### src/design/ggc_fifo.sv
// Small first-in first-out queue of registers.
// Generic: no package dependency.
`default_nettype none

module ggc_fifo #(
   parameter int WIDTH = 8,
   parameter int DEPTH = 2
) (
   input  wire logic             clock,
   input  wire logic             reset,
   input  wire logic             push,
   input  wire logic [WIDTH-1:0] push_data,
   output logic                  full,
   input  wire logic             pop,
   output logic [WIDTH-1:0]      pop_data,
   output logic                  empty
);

   localparam int PW = (DEPTH > 1) ? $clog2(DEPTH) : 1;
   localparam int CW = $clog2(DEPTH + 1);

   logic [WIDTH-1:0] slot_ff [DEPTH];
   logic [PW-1:0]    wr_ptr_ff, wr_ptr_in;
   logic [PW-1:0]    rd_ptr_ff, rd_ptr_in;
   logic [CW-1:0]    count_ff, count_in;
   logic             do_push, do_pop;

   assign full     = (count_ff == CW'(DEPTH));
   assign empty    = (count_ff == '0);
   assign do_push  = push && !full;
   assign do_pop   = pop && !empty;
   assign pop_data = slot_ff[rd_ptr_ff];

   always_comb begin
      wr_ptr_in = wr_ptr_ff;
      rd_ptr_in = rd_ptr_ff;
      count_in  = count_ff;
      if (do_push) begin
         wr_ptr_in = (wr_ptr_ff == PW'(DEPTH - 1)) ? '0 : wr_ptr_ff + PW'(1);
      end
      if (do_pop) begin
         rd_ptr_in = (rd_ptr_ff == PW'(DEPTH - 1)) ? '0 : rd_ptr_ff + PW'(1);
      end
      if (do_push && !do_pop) begin
         count_in = count_ff + CW'(1);
      end else if (do_pop && !do_push) begin
         count_in = count_ff - CW'(1);
      end
   end

   always_ff @(posedge clock) begin
      if (reset) begin
         wr_ptr_ff <= '0;
         rd_ptr_ff <= '0;
         count_ff  <= '0;
      end else begin
         wr_ptr_ff <= wr_ptr_in;
         rd_ptr_ff <= rd_ptr_in;
         count_ff  <= count_in;
      end
   end

   always_ff @(posedge clock) begin
      if (do_push) begin
         slot_ff[wr_ptr_ff] <= push_data;
      end
   end

endmodule

`default_nettype wire

### config.mk
export PLATFORM = sky130hd
export DESIGN_NAME = ggc_fifo
export DESIGN_NICKNAME = d
export VERILOG_FILES = /design/src/design/ggc_fifo.sv
export SDC_FILE = /design/constraint.sdc
export NUM_CORES = 1
export LEC_CHECK = 0
export ABC_AREA = 1
export ABC_CLOCK_PERIOD_IN_PS = 1500
export BUFFER_PORTS_ARGS = -buffer_cell sky130_fd_sc_hd__buf_2
export CAP_MARGIN = 20
export CORE_AREA = 5 5 48 50
export DETAILED_ROUTE_END_ITERATION = 7
export DIE_AREA = 0 0 53 55
export PLACE_DENSITY_LB_ADDON = 0.2
export SYNTH_ARGS = -nofsm -noshare
export SYNTH_HDL_FRONTEND = slang
export SYNTH_SLANG_ARGS = --single-unit
### constraint.sdc
create_clock -name clock -period 1.5 [get_ports clock]
set_input_delay 0.225 -clock clock [delete_from_list [all_inputs] [get_ports clock]]
set_output_delay 0.225 -clock clock [all_outputs]
set_load 0.01 [all_outputs]
## After elaboration in Yosys (flattened, before gate mapping)

Memories as Yosys holds them, arrays and structs flattened. A register that Yosys moved wholly into a read port is not among the register bits.
Index checks and enable logic that the tools add are counted.

| word-level totals | value |
|---|---|
| register bits | 4 |
| memory bits (writable) | 16 |
| memories | 1 |
| output and inout bits | 10 |
| word-level logic and storage cells | 27 |

Memories:

| name | depth | bits a word | rd ports | clocked after memory_dff | write ports | RTL line | source |
|---|---|---|---|---|---|---|---|
| slot_ff | 2 | 8 | 1 | 1 | 1 | 22 | `logic [WIDTH-1:0] slot_ff [DEPTH];` |

| operators by class | value |
|---|---|
| reductions and logical operators | 10 |
| add/subtract/negate cells | 4 |
| multiplexer cells | 8 |
| equality and inequality tests | 1 |

Operator list:

| kind | count |
|---|---|
| $mux W1 | 6 |
| $logic_and A1 B1 Y1 | 4 |
| $logic_not A1 Y1 | 4 |
| $mux W2 | 2 |
| $add A1 B1 Y1 const B | 2 |
| $add A2 B1 Y2 const B | 1 |
| $eq A2 B2 Y1 const B | 1 |
| $logic_not A2 Y1 | 1 |
| $reduce_bool A2 Y1 | 1 |
| $sub A2 B1 Y2 const B | 1 |

## Longest topological paths before layout

| logic depth | value |
|---|---|
| depth after elaboration | 7 |
| mapped depth | 10 |
| depth with buffers taken out | 10 |

## Worst setup path after synthesis

No wires, ideal clock.

| timing | value |
|---|---|
| path type | register to register |
| start point | register count_ff[0] |
| end point | memory slot_ff[1][0] (enable) |
| path slack | 0.179 ns |
| library setup time | 0.370 ns |
| cell stages (with the launch flop) | 3 |
| arrival | 0.951 ns |
| required time | 1.130 ns |
| path through | dfxtp_1 -> o21ai_2 -> nor2_1 |

| on the way | value |
|---|---|
| longest elaborated chain between the ends | 5 |

Ends and longest elaborated chain:

| element | RTL line | source |
|---|---|---|
| start, declared | 25 | `logic [CW-1:0] count_ff, count_in;` |
| start signal, assigned | 59 | `count_ff <= count_in;` |
| $eq A2 B2 Y1 | 28 | `assign full = (count_ff == CW'(DEPTH));` |
| $logic_not A1 Y1 | 30 | `assign do_push = push && !full;` |
| $logic_and A1 B1 Y1 | 30 |  |
| $mux W1 | 64 | `if (do_push) begin` |
| $mux W1 (implied by the code) | 65 | `slot_ff[wr_ptr_ff] <= push_data;` |
| end, declared | 22 |  |

No other way between the ends.

==> results by group <==
CTS
  • CTS Buf Count: 3
  • H-Tree Depth: 1
  • CTS Hold Bufs: 0
  • Worst-path clk slew: 0.11 ns
  • Clk sinks: 21
  • Clk root buf: clkbuf_4
  • Clk buf depth: 2
  • CTS tree: done
  • Worst skew pair latency: 0.29 ns

Pwr
  • Net Sw Frac: 31.30%
  • Internal Pwr Total: 0.001111 W
  • Pwr dens: 1568 nW/µm²
  • Clock network power share: 15.8%
  • Reg power frac: 50.7%
  • Psw: 0.0005060 W
  • Worst IR Drop VDD: 960.9 µV
  • Comb pwr share: 33.6%
  • Pleak: 0.4335 nW

Die
  • I/O Pins: 22
  • Area of the core: 1862 µm²
  • Die width: 53 µm
  • Die height: 55 µm
  • Row cnt: 16
  • Starting Density: 44.49%
  • Die Area: 2915 µm²

GRT
  • Vias in the first global route: 531
  • Pin count of the biggest net entering global routing: 13
  • Grt total ovfl: 0
  • First-pass GRT wire length: 2.111 mm
  • Total track usage: 10.89%
  • Initial antenna violation count: 0

Worst setup path
  • R2r endpoint: slot_ff[1][5]
  • Buf+Inv Stages, Crit Path: 1
  • CP max-delay cell: dfxtp_4
  • Crit path DAT: 1.20 ns
  • WP data required: 1.27 ns
  • Critical Path Stages: 2
  • Startpoint Class: flop
  • Critical Path Sink Type: primary output
  • Reg2reg start: count_ff[0]
  • WS Path Type: flop to primary output
  • Crit path cell chain: mux2_2, buf_2
  • Max Fanout on Critical Path: 8
  • Delay-heaviest family, CP: flip-flops
  • Reg2Reg Setup Slack: 0.17 ns
  • R2r worst-path depth: 4
  • Critical Path Max Stage Delay: 0.42 ns

Route
  • Pre-antenna DRT Iters: 4
  • Vias/cell: 4.534
  • DRT antenna net count: 0
  • Via count: 535
  • Drt drc: 0
  • Drt first-iter violations: 4
  • Post-DR wirelength/cell: 11.81 µm
  • Total Wirelength: 1.394 mm

Timing
  • Worst-margin pin slew: 0.2850 ns
  • Fmax: 0.6996 GHz
  • Final Skew: 0.002979 ns
  • RSZ-0062 raised after global routing: no
  • Final Hold Fails: 0
  • Fin crit period: 1.429 ns
  • Relative slew slack: 80.98%
  • Final max-slew violation count: 0
  • Crit share post-route: 95.29%
  • Sum Neg Setup Slack: 0 ns
  • Final setup violation count: 0

Logic synthesis
  • Synth Warn #: 0
  • Synth area leader: edfxtp_1
  • Post-synth top cells: edfxtp_1 (16), nor2_1 (9), mux2_2 (8)
  • Post-synth EDFFs: 16
  • Async SR Flop Fraction: 0%
  • Synth area leaders: edfxtp_1 (58%), dfxtp_1 (12%), mux2_2 (11%)
  • Synthesized Nets: 75
  • Mapped Cells: 62
  • Synth Flop Type: edfxtp_1
  • Synth top area share: 58.01%
  • Post-Syn Area per Cell: 13.36 µm²
  • Sequential share of the synthesized area: 70.09%
  • Most numerous cell in the Yosys netlist: edfxtp_1
  • Synth Register Bits: 21
  • Yosys cell types: 16
  • Post-synthesis cell area: 828.3 µm²

Layout
  • Share of layout cells above drive strength 1: 49.45%
  • Final Net Count: 105
  • Diodes inserted: 0
  • Post-layout instance area: 1031 µm²
  • Synthesis-to-finish area growth: 24.47%

Min path
  • Hold path start: push_data[1]
  • Hold path depth: 1
  • Hold EP: slot_ff[0][1]
  • Hold Crit Class: input pin to flop

Placement
  • Port Buffer Count: 21
  • Detailed Place HPWL: 1.079 mm
  • Placed Area: 992.2 µm²
  • Routability Congestion: 0.7191

Outcome
  • Outcome: completed

Run
  • Max Cap Viol: 0
## placed cells by master, fill, tap and decap left out
cell / n
a21oi_1: 1
and2_4: 1
buf_2: 21
buf_4: 5
clkbuf_4: 3
clkinv_2: 1
dfxtp_1: 4
dfxtp_4: 1
edfxtp_1: 16
ha_1: 1
inv_1: 6
inv_2: 3
mux2_2: 8
nand2_1: 4
nand3_1: 1
nand4_1: 1
nor2_1: 9
o21ai_0: 2
o21ai_1: 1
o21ai_2: 2
## flip-flops by register name, summed over array words and instances, names as in the netlist, named ones only
name       count
wr_ptr_ff      1
slot_ff       16
rd_ptr_ff      1
count_ff       2
## worst max path at each step
stage	to	startpoint	slack, ns
2_1_floorplan	slot_ff[1][0]	count_ff[0]	0.18
3_3_place_gp	count_ff[1]	count_ff[0]	0.20
3_5_place_dp	count_ff[1]	count_ff[0]	0.11
4_1_cts	pop_data[0]	flop	0.04
5_1_grt	pop_data[0]	flop	0.005
6_report	pop_data[4]	flop	0.07
## power by group through the flow
stage	clock network [W]	registers (W)	logic, W
6_report	0.000255	0.000819	0.000543
5_1_grt	0.000297	0.000838	0.000598
4_1_cts	0.000270	0.000823	0.000537
3_5_place_dp	0	0.000832	0.000534
3_3_place_gp	0	0.000824	0.000516
2_1_floorplan	0	0.000803	0.000357
## metal layers
layer  vias to the layer above  share of wire (%)  global-route usage, %
met4                         0                1.6                  8.936
li1                        271                  -                      -
met5                         -                  0                      0
met3                         2                5.7                  2.681
met2                        12                 54                  21.07
met1                       250                 39                  9.386
## through the flow
stage | hold WS, ns | instances | total power (W) | utilization, % | setup WS (ns)
after detailed placement | 0.4166 | 113 | 0.001366 | 53.29 | 0.1057
after floorplan | 0.3239 | 62 | 0.001160 | - | 0.1788
final | 0.1134 | 118 | 0.001617 | 55.38 | 0.07061
after CTS | 0.1016 | 117 | 0.001630 | 54.97 | 0.04389
after global placement | 0.4120 | 113 | 0.001340 | 53.29 | 0.2005
after global routing | 0.08795 | 118 | 0.001734 | 55.38 | 0.005036
## area by class of cell
class,count,area [µm²]
clock buffer,3,22.52
clock inverter,1,5.005
fill,174,830.8
inverter,9,33.78
multi-input combinational,31,209.0
sequential,21,584.3
tap,27,33.78
timing repair buffer,26,142.6
## cells by family after synthesis
kind of cell,synth area share (%)
mux,10.88
buf+inv,4.683
fa+ha+maj,1.510
flops,70.09
simple gates,8.307
compound gates,4.531
## repair_timing
item,in CTS,in global routing
gates resized for setup,2,1
cloned,0,0
pin swaps,0,1
buffers inserted,0,1
endpoints found under the setup margin,8,1
Power figures use the tool's default switching activity.
