### config.mk
export PLATFORM = sky130hd
export DESIGN_NAME = ggc_front
export DESIGN_NICKNAME = d
export VERILOG_FILES = /design/src/design/ggc_pkg.sv /design/src/design/ggc_front.sv
export SDC_FILE = /design/constraint.sdc
export NUM_CORES = 1
export LEC_CHECK = 0
export ABC_AREA = 0
export BUFFER_PORTS_ARGS = -buffer_cell sky130_fd_sc_hd__buf_2
export CAP_MARGIN = 0
export CORE_MARGIN = 8
export CORE_UTILIZATION = 43
export CTS_CLUSTER_SIZE = 14
export DETAILED_ROUTE_END_ITERATION = 8
export PLACE_DENSITY = 0.77
export SYNTH_ARGS = -nofsm -noshare
export SYNTH_HDL_FRONTEND = slang
export SYNTH_SLANG_ARGS = --single-unit
### constraint.sdc
create_clock -name clock -period 3.8 [get_ports clock]
set_clock_uncertainty 0.2 [all_clocks]
set_input_delay 0.76 -clock clock [delete_from_list [all_inputs] [get_ports clock]]
set_output_delay 0.76 -clock clock [all_outputs]
set_load 0.005 [all_outputs]
### src/design/ggc_pkg.sv
// Shared constants and types for the greedy graph coloring unit.
// No dependencies; imported by ggc_front, ggc_back, the top level and ggc_checker.
`default_nettype none

package ggc_pkg;

   localparam int DEF_MAX_NODES  = 1024;
   localparam int DEF_MAX_DEGREE = 63;

   localparam int NID_W       = 10;  // neighbor id port width
   localparam int VERTEX_W    = 10;  // vertex result port width
   localparam int COLOR_W     = 6;
   localparam int COUNT_W     = 6;   // degree counter, saturates at max degree
   localparam int NCOLORS     = 64;  // one mask bit per color
   localparam int VTX_MAX_W   = 16;  // vertex index width at the largest node count
   localparam int QUEUE_DEPTH = 2;

   // one classified item handed from the front end to the back end
   typedef struct packed {
      logic [NID_W-1:0]     nid;
      logic [VTX_MAX_W-1:0] vertex;   // vertex this item belongs to
      logic                 is_nbr;   // item carries a neighbor
      logic                 mark;     // neighbor already colored: read its color
      logic                 last;
      logic                 restart;
   } work_type;

   // one result item
   typedef struct packed {
      logic [VERTEX_W-1:0] vertex;
      logic [COLOR_W-1:0]  color;
      logic                degree_overflow;
   } rsp_type;

endpackage

`default_nettype wire

### src/design/ggc_front.sv
// Front end: accepts neighbor items, tracks the current vertex and
// classifies each neighbor as already colored or not. Uses ggc_pkg.
`default_nettype none

module ggc_front
   import ggc_pkg::*;
#(
   parameter int MAX_NODES = DEF_MAX_NODES
) (
   input  wire logic             clock,
   input  wire logic             reset,
   input  wire logic             push,
   input  wire logic             q_full,
   input  wire logic [NID_W-1:0] neighbor_id,
   input  wire logic             no_neighbor,
   input  wire logic             last_neighbor,
   input  wire logic             new_graph,
   output logic                  q_push,
   output work_type              q_data
);

   localparam int VW = $clog2(MAX_NODES);
   localparam int AW = (VW > NID_W) ? VW : NID_W;

   logic [VW-1:0] vertex_ff, vertex_in;
   logic [VW-1:0] base;
   logic          accept;

   assign accept = push && !q_full;
   assign base   = new_graph ? '0 : vertex_ff;

   always_comb begin
      vertex_in = vertex_ff;
      if (accept) begin
         vertex_in = base;
         if (last_neighbor) begin
            vertex_in = (base == VW'(MAX_NODES - 1)) ? '0 : base + VW'(1);
         end
      end
   end

   always_ff @(posedge clock) begin
      if (reset) begin
         vertex_ff <= '0;
      end else begin
         vertex_ff <= vertex_in;
      end
   end

   assign q_push         = accept;
   assign q_data.nid     = neighbor_id;
   assign q_data.vertex  = VTX_MAX_W'(base);
   assign q_data.is_nbr  = !no_neighbor;
   // only vertices below the current one have a stored color
   assign q_data.mark    = !no_neighbor && (AW'(neighbor_id) < AW'(base));
   assign q_data.last    = last_neighbor;
   assign q_data.restart = new_graph;

endmodule

`default_nettype wire

# After elaboration in Yosys (flattened, before gate mapping)
# Index checks and enable logic that the tools add are counted.
op_classes:
  muxes: 3
  n_reduce_logical: 4
  n_eq_ne: 1
  addsub: 1
  magnitude_cmp: 1
op_table:
  columns: ["operator", "count"]
  rows:
  - ["2-to-1 mux 10 bit", 3]
  - ["adder 10 x 1 -> 10 bit (second input constant)", 1]
  - ["== test 10 bit (second input constant)", 1]
  - ["less-than comparator 10 bit", 1]
  - ["logical AND 1 bit", 2]
  - ["logical NOT 1 bit", 2]
totals:
  ff_bits: 10
  out_inout_bits: 31
  wordCells: 11
  input_bits: 17

# Depth between registers and ports, before layout
depth:
  ltp_word: 4
  mapped_depth: 9
  ltp_nobuf: 8

# Worst setup path after synthesis
# OpenSTA, ideal clock, no wires.
synth_path:
  kind: "input -> output"
  start: "input new_graph"
  end: "output q_data[2] in the netlist's numbering"
  stages: 8
  setup_slack_ns: 0.509
  arrival_time_ns: 2.331
  path_buffers: 1
  required_time_ns: 2.840
  path_cell_list: "buf_2 -> inv_2 -> nand2_1 -> ha_1 -> or4b_1 -> a211oi_1 -> nor3_1 -> o41ai_2"
synth_lines:
  columns: ["item", "line_no", "rtl"]
  rows:
  - ["from (decl)", "ggc_front.sv:17", "input wire logic new_graph,"]
  - ["to (decl)", "ggc_front.sv:19", "output work_type q_data"]

==> impl_results.html <==
<table>
<tr><th>Metric</th><th>Value</th></tr>
<tr><th colspan="2">Yosys</th></tr>
<tr><td>Number of warning messages in the yosys log</td><td>0</td></tr>
<tr><td>Number of instances in the synthesized netlist</td><td>about 140</td></tr>
<tr><td>Cell types occupying the most area after synthesis</td><td>sky130_fd_sc_hd__dfxtp_1, sky130_fd_sc_hd__buf_4, sky130_fd_sc_hd__ha_1</td></tr>
<tr><td>Share of flip-flops with an asynchronous set or reset after synthesis</td><td>0%</td></tr>
<tr><td>Synthesized flop and latch total</td><td>10</td></tr>
<tr><td>Cell taking the most area after synthesis</td><td>sky130_fd_sc_hd__dfxtp_1</td></tr>
<tr><td>Combined area of all synthesized cells</td><td>0.00106 mm²</td></tr>
<tr><td>Mapped Avg Cell Area</td><td>roughly 7.4 µm²</td></tr>
<tr><td>Flip-flop cell with the highest count after synthesis</td><td>sky130_fd_sc_hd__dfxtp_1</td></tr>
<tr><td>Area share of the leading cell type in the synthesized netlist</td><td>a little under a fifth</td></tr>
<tr><td>Number of flops mapped to enable cells by yosys</td><td>0</td></tr>
<tr><td>Unique masters post-synth</td><td>40</td></tr>
<tr><td>Share of synthesized area occupied by flip-flops and latches</td><td>about a fifth</td></tr>
<tr><th colspan="2">Drt</th></tr>
<tr><td>Detailed-route via count</td><td>between 1,000 and 1,500</td></tr>
<tr><td>Overall routed net length</td><td>~2.7 mm</td></tr>
<tr><td>Routed vias/inst</td><td>around 5.3</td></tr>
<tr><td>Drc violations</td><td>0</td></tr>
<tr><td>Number of DRC markers after the initial detailed-route iteration</td><td>32</td></tr>
<tr><td>Antenna viol nets, final</td><td>0</td></tr>
<tr><td>Routed length per instance</td><td>13.5 µm</td></tr>
<tr><td>First-pass detailed-route iteration total</td><td>4</td></tr>
<tr><th colspan="2">Worst setup path</th></tr>
<tr><td>Endpoint type of the worst setup path</td><td>output port</td></tr>
<tr><td>Startpoint kind of the worst setup timing path</td><td>input pin</td></tr>
<tr><td>Maximum fanout along the worst path</td><td>16</td></tr>
<tr><td>Arrival time reported for the critical path endpoint</td><td>2650 ps</td></tr>
<tr><td>Critical setup path kind</td><td>input pin to output port</td></tr>
<tr><td>Required time worst endpoint</td><td>~2800 ps</td></tr>
<tr><th colspan="2">Global routing</th></tr>
<tr><td>Overflow after GRT</td><td>0</td></tr>
<tr><td>Number of global-route vias before repair</td><td>between 1,000 and 1,500</td></tr>
<tr><td>Wire length of the first global-routing pass</td><td>between 4 and 5 mm</td></tr>
<tr><td>Number of antenna violations at the first check in global routing</td><td>0</td></tr>
<tr><td>GRT Total Usage</td><td>about an eighth</td></tr>
<tr><td>Pin count of the biggest net entering global routing</td><td>18</td></tr>
<tr><th colspan="2">Final layout</th></tr>
<tr><td>Most common library cell in the layout ignoring fill and taps</td><td>sky130_fd_sc_hd__buf_2</td></tr>
<tr><td>Register containing the most flip-flops in the final layout</td><td>vertex_ff</td></tr>
<tr><td>Post-route non-filler standard cell count</td><td>200</td></tr>
<tr><td>Util after Layout</td><td>between 40% and 50%</td></tr>
<tr><td>Number of flip-flops in the largest register</td><td>10</td></tr>
<tr><td>Leading cell types in the layout, fill and taps excluded</td><td>sky130_fd_sc_hd__buf_2, sky130_fd_sc_hd__nand2_1, sky130_fd_sc_hd__inv_1, sky130_fd_sc_hd__dfxtp_1, sky130_fd_sc_hd__ha_1</td></tr>
<tr><td>Layout Nets</td><td>roughly 200</td></tr>
<tr><td>Largest registers</td><td>vertex_ff (10)</td></tr>
<tr><td>Ratio of cells with drive above 1 in the final layout</td><td>between 20% and 30%</td></tr>
<tr><td>Fill cells</td><td>approximately 250</td></tr>
<tr><td>Antenna diodes</td><td>0</td></tr>
<tr><td>Area Growth Syn to Fin</td><td>12.4%</td></tr>
<tr><th colspan="2">Timing</th></tr>
<tr><td>Final hold viol count</td><td>0</td></tr>
<tr><td>Actual slew at the worst max-slew pin</td><td>513 ps</td></tr>
<tr><td>Upper clock frequency limit</td><td>about 280 MHz</td></tr>
<tr><td>Final slew viol count</td><td>0</td></tr>
<tr><td>Max-Slew Margin vs Limit</td><td>between 60% and 70%</td></tr>
<tr><td>Post-Route Hold Slack</td><td>about 280 ps</td></tr>
<tr><td>Portion of the clock cycle consumed by the worst path in the final layout</td><td>roughly 95%</td></tr>
<tr><td>Number of failing setup endpoints in the final timing report</td><td>0</td></tr>
<tr><td>Post-layout min period</td><td>between 3000 and 4000 ps</td></tr>
<tr><td>Unrepaired setup endpoints after global routing</td><td>no</td></tr>
<tr><td>Sum of negative setup slack</td><td>0 ps</td></tr>
<tr><td>Slack of the critical path</td><td>about 190 ps</td></tr>
<tr><th colspan="2">Place</th></tr>
<tr><td>Detailed placement HPWL</td><td>between 2 and 2.5 mm</td></tr>
<tr><td>Buffers added on ports</td><td>41</td></tr>
<tr><td>Dpl ws</td><td>between 100 and 150 ps</td></tr>
<tr><td>Gp weighted congestion</td><td>about 0.84</td></tr>
<tr><td>Number of placed instances, taps included</td><td>roughly 200</td></tr>
<tr><th colspan="2">CTS</th></tr>
<tr><td>H-tree Lvls</td><td>1</td></tr>
<tr><td>Insertion delay to the later sink of the worst-skew pair</td><td>between 200 and 300 ps</td></tr>
<tr><td>Clock transition at the registers of the reported paths</td><td>about 60 ps</td></tr>
<tr><td>Clock Sink Count</td><td>10</td></tr>
<tr><td>Clock root buffer master</td><td>sky130_fd_sc_hd__clkbuf_4</td></tr>
<tr><td>Clk buf depth</td><td>2</td></tr>
<tr><td>Hold buffer count at cts</td><td>0</td></tr>
<tr><td>TritonCTS clock tree</td><td>built</td></tr>
<tr><td>Number of buffers created by CTS</td><td>3</td></tr>
<tr><th colspan="2">Floorplanning</th></tr>
<tr><td>Die area</td><td>between 0.004 and 0.005 mm²</td></tr>
<tr><td>Initial core utilization</td><td>between 40% and 50%</td></tr>
<tr><td>Row count</td><td>18</td></tr>
<tr><td>Die Width</td><td>between 60 and 70 µm</td></tr>
<tr><td>I/O pin count</td><td>48</td></tr>
<tr><td>Die outline height</td><td>about 66 µm</td></tr>
<tr><td>Area inside the core boundary</td><td>between 0.002 and 0.0025 mm²</td></tr>
<tr><th colspan="2">Min path</th></tr>
<tr><td>Worst hold path class</td><td>register to register</td></tr>
<tr><th colspan="2">Job</th></tr>
<tr><td>Max-Cap Viols</td><td>0</td></tr>
<tr><th colspan="2">Power</th></tr>
<tr><td>Areal power density over the cells</td><td>between 150 and 200 mW/mm²</td></tr>
<tr><td>Highest ir drop seen on vdd</td><td>0.190 mV</td></tr>
<tr><td>Lkg Pwr</td><td>0.616 nW</td></tr>
<tr><th colspan="2">Run status</th></tr>
<tr><td>Status</td><td>finished clean</td></tr>
</table>
## final cells by class
| type | instances | area (µm²) | share of cell area, % |
|---|---|---|---|
| multi-input combinational | 104 | 681 | 57.0 |
| timing repair buffer | 41 | 205 | 17.2 |
| sequential | 10 | 200 | 16.8 |
| inverter | 12 | 47.5 | 3.98 |
| tap | 30 | 37.5 | 3.14 |
| clock buffer | 3 | 22.5 | 1.89 |
## kinds of logic (layout without fill, tap and decap cells)
logic type / after synthesis / count (layout) / synth area share [%]
AOI/OAI and AO/OA: 32 / 32 / 21.6
xor gates and xnor gates: 1 / 1 / 0.825
adders and majority gates: 9 / 9 / 10.6
buffers and inverters: 35 / 56 / 18.8
DFF: 10 / 10 / 18.8
other: 1 / 6 / 0.353
and+or+nand+nor: 56 / 56 / 29.0
## what timing repair did
item | in CTS | in global routing
endpoints found under the hold margin | 0 | 0
gates resized for setup | 0 | 1
setup buffers | 0 | 0
setup endpoints to repair | 0 | 1
## Yosys cell counts, drive strengths merged, types with 3 or more instances
master   instances
nand4            4
a21oi            6
o2111ai          4
clkbuf           4
nor2             5
o21ai            7
dfxtp           10
nand3            4
nand3b           3
nand2           15
buf             19
nor2b            4
nor3             3
nand2b           5
and3             4
inv             12
ha               9
## per-layer routing
layer / wire length, µm / GRT usage, % / share of wire (%)
met5: 0 / 0 / 0
met4: 15 / 2.72 / 0.56
met3: 257 / 3.74 / 9.5
met2: 1290 / 21.4 / 48
met1: 1140 / 14.6 / 42
## through the flow
step / power [mW] / area [µm²]
detailed placement: 0.158 / 1170
floorplan: 0.147 / 1080
global route: 0.238 / 1190
global placement: 0.156 / 1170
CTS: 0.229 / 1190
finish: 0.227 / 1190
## critical path: stages
cell	delay, ps
sky130_fd_sc_hd__buf_2	190
sky130_fd_sc_hd__inv_4	130
sky130_fd_sc_hd__nand2_1	90
sky130_fd_sc_hd__ha_1	200
sky130_fd_sc_hd__or4b_1	540
sky130_fd_sc_hd__a211oi_1	250
sky130_fd_sc_hd__nor3_1	90
sky130_fd_sc_hd__o41ai_2	220
sky130_fd_sc_hd__buf_2	170
## power by group
part	internal, mW	switching, mW	leakage [nW]
registers	0.105	0.000856	0.0806
clock network	0.0365	0.0348	0.0138
logic	0.0217	0.0278	0.522
total	0.164	0.0635	0.616
## worst paths after layout
kind	from	endpoint	slack [ps]	cells past startpoint
max	new_graph	q_data[2]	190	9
min	vertex_ff[1]	vertex_ff[1]	280	2
max reg2reg	vertex_ff[0]	vertex_ff[7]	1870	6
min reg2reg	vertex_ff[1]	vertex_ff[1]	280	2
Note: power is estimated with default switching activity, not from simulation.
